`src/rtl/core/srpc_pkg.sv`:
```
// shared types, widths, command codes and helper functions of the slide rail point constraint
`default_nettype none

package srpc_pkg;

	// coordinate and internal widths
	localparam int CW    = 32;            // coordinate width
	localparam int DW    = CW + 1;        // difference and magnitude width
	localparam int LW    = CW + 1;        // rail length width
	localparam int SQW   = 2 * CW + 2;    // squared length, dot product and product width
	localparam int BLO   = 17;            // low half of the multiplier operand
	localparam int BHI   = LW - BLO;      // high half of the multiplier operand
	localparam int QW    = LW + 2;        // quotient width
	localparam int DVW   = LW + QW - 1;   // shifted divisor width
	localparam int OFFW  = QW + 2;        // unsaturated offset width
	localparam int CNTW  = 6;             // iteration counter width
	localparam int MRGW  = 31;            // detach margin width
	localparam int TOLW  = 16;            // zero tolerance width
	localparam int SQ_STEPS  = LW;        // square root iterations
	localparam int DIV_STEPS = QW;        // divider iterations

	typedef logic signed [CW-1:0]   coord_t;
	typedef logic signed [DW-1:0]   diff_t;
	typedef logic        [DW-1:0]   mag_t;
	typedef logic signed [OFFW-1:0] off_t;

	// event codes
	localparam logic [1:0] FN_TICK  = 2'd0;
	localparam logic [1:0] FN_BEGIN = 2'd1;
	localparam logic [1:0] FN_CLEAR = 2'd2;

	// register indexes
	localparam logic [1:0] REG_DETACH_ALLOWED = 2'd0;
	localparam logic [1:0] REG_DETACH_MARGIN  = 2'd1;
	localparam logic [1:0] REG_ZERO_TOLERANCE = 2'd2;

	// datapath operations
	localparam logic [3:0] OP_NOP       = 4'd0;
	localparam logic [3:0] OP_LOAD      = 4'd1;
	localparam logic [3:0] OP_MUL_LO    = 4'd2;
	localparam logic [3:0] OP_MUL_HI    = 4'd3;
	localparam logic [3:0] OP_ACC       = 4'd4;
	localparam logic [3:0] OP_SQRT_INIT = 4'd5;
	localparam logic [3:0] OP_SQRT_STEP = 4'd6;
	localparam logic [3:0] OP_DIV_INIT  = 4'd7;
	localparam logic [3:0] OP_DIV_STEP  = 4'd8;
	localparam logic [3:0] OP_CLAMP     = 4'd9;
	localparam logic [3:0] OP_PROJ      = 4'd10;
	localparam logic [3:0] OP_WRITE     = 4'd11;

	// multiplier operand pairs
	localparam logic [1:0] SEL_VV = 2'd0;   // |v| * |v|
	localparam logic [1:0] SEL_VW = 2'd1;   // |v| * |w|
	localparam logic [1:0] SEL_VC = 2'd2;   // |v| * clamped distance

	// result kinds
	localparam logic [2:0] KIND_ZERO   = 3'd0;
	localparam logic [2:0] KIND_BEGIN  = 3'd1;
	localparam logic [2:0] KIND_CLEAR  = 3'd2;
	localparam logic [2:0] KIND_DELTA  = 3'd3;
	localparam logic [2:0] KIND_DETACH = 3'd4;
	localparam logic [2:0] KIND_PROJ   = 3'd5;

	typedef struct packed {
		logic [3:0] op;
		logic [1:0] sel;
		logic [1:0] axis;
		logic [2:0] kind;
	} cmd_t;

	typedef struct packed {
		logic [1:0] func;
		logic       delta_big;
		logic       len_small;
		logic       detach;
	} sts_t;

	// magnitude of a coordinate difference
	function automatic mag_t mag_d(input diff_t x);
		mag_t r;
		r = x[DW-1] ? mag_t'(-x) : mag_t'(x);
		return r;
	endfunction

	// magnitude of an unsaturated offset
	function automatic logic [OFFW-1:0] mag_o(input off_t x);
		logic [OFFW-1:0] r;
		r = x[OFFW-1] ? OFFW'(-x) : OFFW'(x);
		return r;
	endfunction

	// saturate to the coordinate range
	function automatic coord_t sat_c(input off_t x);
		off_t   hi;
		off_t   lo;
		coord_t r;
		hi = off_t'({1'b0, {(CW-1){1'b1}}});
		lo = -hi - off_t'(1);
		if (x > hi) begin
			r = coord_t'(hi);
		end else if (x < lo) begin
			r = coord_t'(lo);
		end else begin
			r = coord_t'(x);
		end
		return r;
	endfunction

endpackage

`default_nettype wire

```
`src/rtl/core/srpc_ctrl.sv`:
```
// controller: slide state, operation sequencer and handshakes
`default_nettype none

module srpc_ctrl (
	input  wire logic           clk,
	input  wire logic           arst_n,
	input  wire logic           in_valid,
	output      logic           in_stall,
	output      logic           out_valid,
	input  wire logic           out_stall,
	input  wire srpc_pkg::sts_t sts,
	output      srpc_pkg::cmd_t cmd
);
	import srpc_pkg::*;

	localparam logic [3:0] S_IDLE     = 4'd0;
	localparam logic [3:0] S_DECODE   = 4'd1;
	localparam logic [3:0] S_MUL_LO   = 4'd2;
	localparam logic [3:0] S_MUL_HI   = 4'd3;
	localparam logic [3:0] S_ACC      = 4'd4;
	localparam logic [3:0] S_SQ_INIT  = 4'd5;
	localparam logic [3:0] S_SQ_STEP  = 4'd6;
	localparam logic [3:0] S_SHORT    = 4'd7;
	localparam logic [3:0] S_DIV_INIT = 4'd8;
	localparam logic [3:0] S_DIV_STEP = 4'd9;
	localparam logic [3:0] S_CLAMP    = 4'd10;
	localparam logic [3:0] S_CHECK    = 4'd11;
	localparam logic [3:0] S_PROJ     = 4'd12;
	localparam logic [3:0] S_FINISH   = 4'd13;

	logic [3:0]      state_q;
	logic [1:0]      axis_q;
	logic [1:0]      sel_q;
	logic [2:0]      kind_q;
	logic [CNTW-1:0] cnt_q;
	logic            active_q;
	logic            have_last_q;
	logic            out_valid_q;
	logic            write_ok;

	assign in_stall  = state_q != S_IDLE;
	assign out_valid = out_valid_q;
	assign write_ok  = !out_valid_q || !out_stall;

	// command decode
	always_comb begin
		cmd.sel  = sel_q;
		cmd.axis = axis_q;
		cmd.kind = kind_q;
		unique case (state_q)
			S_IDLE:     cmd.op = in_valid ? OP_LOAD : OP_NOP;
			S_MUL_LO:   cmd.op = OP_MUL_LO;
			S_MUL_HI:   cmd.op = OP_MUL_HI;
			S_ACC:      cmd.op = OP_ACC;
			S_SQ_INIT:  cmd.op = OP_SQRT_INIT;
			S_SQ_STEP:  cmd.op = OP_SQRT_STEP;
			S_DIV_INIT: cmd.op = OP_DIV_INIT;
			S_DIV_STEP: cmd.op = OP_DIV_STEP;
			S_CLAMP:    cmd.op = OP_CLAMP;
			S_PROJ:     cmd.op = OP_PROJ;
			S_FINISH:   cmd.op = write_ok ? OP_WRITE : OP_NOP;
			default:    cmd.op = OP_NOP;
		endcase
	end

	// sequencer
	always_ff @(posedge clk or negedge arst_n) begin
		if (!arst_n) begin
			state_q     <= S_IDLE;
			axis_q      <= '0;
			sel_q       <= SEL_VV;
			kind_q      <= KIND_ZERO;
			cnt_q       <= '0;
			active_q    <= 1'b0;
			have_last_q <= 1'b0;
			out_valid_q <= 1'b0;
		end else begin
			if (out_valid_q && !out_stall) begin
				out_valid_q <= 1'b0;
			end
			unique case (state_q)
				S_IDLE: begin
					if (in_valid) begin
						state_q <= S_DECODE;
					end
				end
				S_DECODE: begin
					state_q <= S_FINISH;
					kind_q  <= KIND_ZERO;
					axis_q  <= '0;
					sel_q   <= SEL_VV;
					if (sts.func == FN_BEGIN) begin
						kind_q <= KIND_BEGIN;
					end else if (sts.func == FN_CLEAR) begin
						kind_q <= KIND_CLEAR;
					end else if (sts.func == FN_TICK && active_q) begin
						if (have_last_q && sts.delta_big) begin
							kind_q <= KIND_DELTA;
						end else begin
							state_q <= S_MUL_LO;
						end
					end
				end
				S_MUL_LO: state_q <= S_MUL_HI;
				S_MUL_HI: state_q <= S_ACC;
				S_ACC: begin
					case (sel_q)
						SEL_VV: begin
							sel_q   <= SEL_VW;
							state_q <= S_MUL_LO;
						end
						SEL_VW: begin
							if (axis_q == 2'd2) begin
								state_q <= S_SQ_INIT;
							end else begin
								axis_q  <= axis_q + 2'd1;
								sel_q   <= SEL_VV;
								state_q <= S_MUL_LO;
							end
						end
						default: state_q <= S_DIV_INIT;
					endcase
				end
				S_SQ_INIT: begin
					cnt_q   <= '0;
					state_q <= S_SQ_STEP;
				end
				S_SQ_STEP: begin
					cnt_q <= cnt_q + CNTW'(1);
					if (cnt_q == CNTW'(SQ_STEPS - 1)) begin
						state_q <= S_SHORT;
					end
				end
				S_SHORT: begin
					if (sts.len_small) begin
						kind_q  <= KIND_ZERO;
						state_q <= S_FINISH;
					end else begin
						state_q <= S_DIV_INIT;
					end
				end
				S_DIV_INIT: begin
					cnt_q   <= '0;
					state_q <= S_DIV_STEP;
				end
				S_DIV_STEP: begin
					cnt_q <= cnt_q + CNTW'(1);
					if (cnt_q == CNTW'(DIV_STEPS - 1)) begin
						state_q <= (sel_q == SEL_VC) ? S_PROJ : S_CLAMP;
					end
				end
				S_CLAMP: state_q <= S_CHECK;
				S_CHECK: begin
					if (sts.detach) begin
						kind_q  <= KIND_DETACH;
						state_q <= S_FINISH;
					end else begin
						axis_q  <= '0;
						sel_q   <= SEL_VC;
						state_q <= S_MUL_LO;
					end
				end
				S_PROJ: begin
					if (axis_q == 2'd2) begin
						kind_q  <= KIND_PROJ;
						state_q <= S_FINISH;
					end else begin
						axis_q  <= axis_q + 2'd1;
						state_q <= S_MUL_LO;
					end
				end
				S_FINISH: begin
					if (write_ok) begin
						out_valid_q <= 1'b1;
						state_q     <= S_IDLE;
						case (kind_q)
							KIND_BEGIN: begin
								active_q    <= 1'b1;
								have_last_q <= 1'b1;
							end
							KIND_CLEAR, KIND_DETACH: begin
								active_q    <= 1'b0;
								have_last_q <= 1'b0;
							end
							KIND_PROJ: have_last_q <= 1'b1;
							default: ;
						endcase
					end
				end
				default: state_q <= S_IDLE;
			endcase
		end
	end

endmodule

`default_nettype wire

```
`config.mk`:
```
export PLATFORM = sky130hd
export DESIGN_NAME = srpc_ctrl
export DESIGN_NICKNAME = d
export VERILOG_FILES = /design/src/rtl/core/srpc_pkg.sv /design/src/rtl/core/srpc_ctrl.sv
export SDC_FILE = /design/constraint.sdc
export NUM_CORES = 1
export LEC_CHECK = 0
export BUFFER_PORTS_ARGS = -buffer_cell sky130_fd_sc_hd__clkbuf_2
export CORE_UTILIZATION = 50
export DETAILED_ROUTE_END_ITERATION = 6
export GPL_TIMING_DRIVEN = 1
export PLACE_DENSITY = 0.75
export RECOVER_POWER = 100
export SKIP_LAST_GASP = 1
export SLEW_MARGIN = 20
export SYNTH_ARGS = -nofsm -noshare
export SYNTH_HDL_FRONTEND = slang
export SYNTH_SLANG_ARGS = --single-unit
```
`constraint.sdc`:
```
create_clock -name clk -period 2.2 [get_ports clk]
set_clock_uncertainty 0.05 [all_clocks]
set_input_delay 0.44 -clock clk [delete_from_list [all_inputs] [get_ports clk]]
set_output_delay 0.44 -clock clk [all_outputs]
set_load 0.005 [all_outputs]
```
==> results.sh <==
export IMPL_die_area_um2=3530
export IMPL_numPortBuffers=21
export IMPL_final_nets=226
export IMPL_syn_avg_cell_area_um2=8.73
export IMPL_ys_ff_latch=20
export IMPL_grt_pass1_wl_um=6510
export IMPL_synth_edf_count=0
export IMPL_num_vias=1570
export IMPL_cp_max_fo=16
export IMPL_start_kind="flip-flop"
export IMPL_rr_worst_depth=6
export IMPL_crit_required_ns=1.71
export IMPL_n_antenna_cell=0
export IMPL_drc=0
export IMPL_grt_max_degree=24
export IMPL_fp_row_count=20
export IMPL_layout_area_overhead_vs_synth_pct=10.0
export IMPL_nFillCells=300
export IMPL_postSynthCellCount=189
export IMPL_clk_latency_ns=0.32
export IMPL_tritoncts="built"
export IMPL_cellLeakagePower_uw=0.000787
export IMPL_finalCritPeriodShare_pct=94.0
export IMPL_synthFlopType="dfrtp_1"
export IMPL_drt_iter0_drc=166
export IMPL_cts_root_buf="clkbuf_4"
export IMPL_p_per_area_nw_per_um2=1430
export IMPL_io_pins=22
export IMPL_status="complete, no violations"
export IMPL_viasPerCell=6.13
export IMPL_path_class="flip-flop to output port"
export IMPL_drtPass1Iterations=4
export IMPL_ir_worst_vdd_v=0.000566
export IMPL_drt_antenna_violating_nets=0
export IMPL_syn_area_um2=1650
export IMPL_cts_hold_buffers=0
export IMPL_die_height_um=59.5
export IMPL_ys_seq_area_share_pct=30.3
export IMPL_initial_core_util_pct=53.2
export IMPL_grt_antenna_before_repair=0
export IMPL_critPathCaptureType="output port"
export IMPL_min_period_ns=2.07
export IMPL_yosysWarningCount=0
export IMPL_crit_start="state_q[2]$_DFFE_PN0P_"
export IMPL_grt_pass1_vias=1415
export IMPL_tightest_slew_ns=1.17
export IMPL_worstReg2RegEnd="state_q[1]$_DFFE_PN0P_"
export IMPL_fmax_mhz=483
export IMPL_grt_overflow=0
export IMPL_dp_hpwl_um=3010
export IMPL_dpl_cell_count=251
export IMPL_wirelength_um=3990
export IMPL_synth_largest_area_cell="dfrtp_1"
export IMPL_arrival_ns=1.58
export IMPL_reg2reg_from="state_q[1]$_DFFE_PN0P_"
export IMPL_hold_violations=0
export IMPL_syn_num_nets=202
export IMPL_hold_path_class="input port to asynchronous set/reset pin"
export IMPL_crit_path_end="cmd[8]"
export IMPL_clk_path_buf_depth=2
export IMPL_max_slew_margin_pct=22.1
export IMPL_layout_drive_gt1_share_pct=21.7
export IMPL_synth_distinct_cells=63
export IMPL_numCtsBuffers=3
export IMPL_cts_htree_levels=1
export IMPL_core_area_um2=3100
export IMPL_clkSinkCount=20
export IMPL_die_x_um=59.5
export IMPL_gp_congestion=0.962
export IMPL_synthTopCellsByArea="dfrtp_1 30%, a21oi_1 3.9%, o21ai_0 3.6%"
export IMPL_post_drt_wl_per_cell_um=15.6
export IMPL_synthArstFlopShare_pct=100
export IMPL_slew_viol_final=0
export IMPL_final_cell_mix="19 x dfrtp_1, 17 x clkbuf_2, 13 x nand2_1, 13 x a21oi_1, 12 x inv_1"
export IMPL_final_common_cell="dfrtp_1"
export IMPL_path_clk_slew_ns=0.14
export IMPL_tns_ns=0
export IMPL_yosys_area_top_type_share_pct=30.3
export IMPL_total_power_uw=2590
export IMPL_rrSetupSlack_ns=0.14
export IMPL_cap_violations=0
export IMPL_finalNonFillerCells=256
export IMPL_rsz0062_at_grt="false"
export IMPL_final_setup_viol_count=0
export IMPL_grtUsageTotal_pct=24.4
## logic make-up (layout without fill, tap and decap cells)
| group | count (synthesis) | in the layout | synth area share [%] |
|---|---|---|---|
| buffers and inverters | 23 | 46 | 8.19 |
| XOR/XNOR | 1 | 1 | 0.531 |
| adder cells (fa/ha/maj) | 4 | 4 | 3.03 |
| flip-flops | 20 | 20 | 30.3 |
| AO/OA/AOI/OAI | 63 | 63 | 27.4 |
| multiplexers | 6 | 6 | 3.79 |
| AND/OR/NAND/NOR | 72 | 72 | 26.7 |
## power breakdown
group | internal [µW] | switching, µW
logic | 734 | 870
clock network | 184 | 130
registers | 501 | 171
total | 1420 | 1170
## area by class of cell
| class | instances | area [µm²] | share of cell area [%] |
|---|---|---|---|
| clock inverters | 1 | 30.0 | 1.65 |
| flip-flops and latches | 20 | 502 | 27.6 |
| multi-input cells | 146 | 993 | 54.7 |
| clock buffers | 3 | 22.5 | 1.24 |
| inverters | 12 | 45.0 | 2.48 |
| repair buffers | 30 | 168 | 9.24 |
| well taps | 44 | 55.1 | 3.03 |
## critical path: stages (launching register included)
cell,delay (ns)
dfrtp_1,0.42
clkbuf_4,0.21
a21bo_2,0.24
a21oi_1,0.07
a31o_2,0.21
clkbuf_2,0.11
## per-layer routing
layer  wire [µm]  up-vias  track usage [%]
met1        1760      763             33.2
met3         184       10             2.62
met2        1940       37             39.0
met4         106        0             10.5
met5           0        -                0
li1            -      760                -
## cells in the mapped netlist, types with 3 or more instances
cell and n:
or2_2 3, dfrtp_1 20, o2bb2ai_1 5, buf_6 4, ha_1 4, nor3_1 5, nand3_1 7, o21ai_0 12
buf_2 4, nand2b_1 5, a21oi_1 13, nand2_1 13, nor2_1 11, a31oi_1 5, nor2b_1 4, mux2i_1 4
inv_1 12, nand4_1 3
## through the flow
| step | worst slack [ns] | util (%) | hold slack [ns] | area [µm²] |
|---|---|---|---|---|
| after global placement | 0.288 | 57.4 | 0.383 | 1780 |
| after detailed placement | 0.216 | 57.4 | 0.401 | 1780 |
| after CTS | 0.102 | 59.1 | 0.0379 | 1830 |
| after global routing | 0.0230 | 58.5 | 0.339 | 1820 |
| final | 0.131 | 58.5 | 0.266 | 1820 |
| after floorplan | 0.460 | - | 0.0944 | 1650 |
## worst min-delay path by stage
| stage | to | slack [ns] |
|---|---|---|
| 2_1_floorplan | active_q$_DFFE_PN0P_ | 0.09 |
| 3_3_place_gp | axis_q[1]$_DFFE_PN0P_ | 0.38 |
| 3_5_place_dp | sel_q[0]$_DFFE_PN0P_ | 0.40 |
| 4_1_cts | cnt_q[3]$_DFFE_PN0P_ | 0.04 |
| 5_1_grt | state_q[2]$_DFFE_PN0P_ | 0.34 |
| 6_report | state_q[2]$_DFFE_PN0P_ | 0.27 |
## state kept, by name (all words and copies together) (netlist names)
signal       flops
have_last_q      1
axis_q           2
sel_q            2
cnt_q            6
active_q         1
kind_q           3
out_valid        1
state_q          4
## timing repair
action                     CTS  global route
buffers inserted             0             1
gates resized for setup      1             1
setup endpoints to repair    2             1
gates cloned                 0             0
Note: power is estimated with default switching activity, not from simulation.
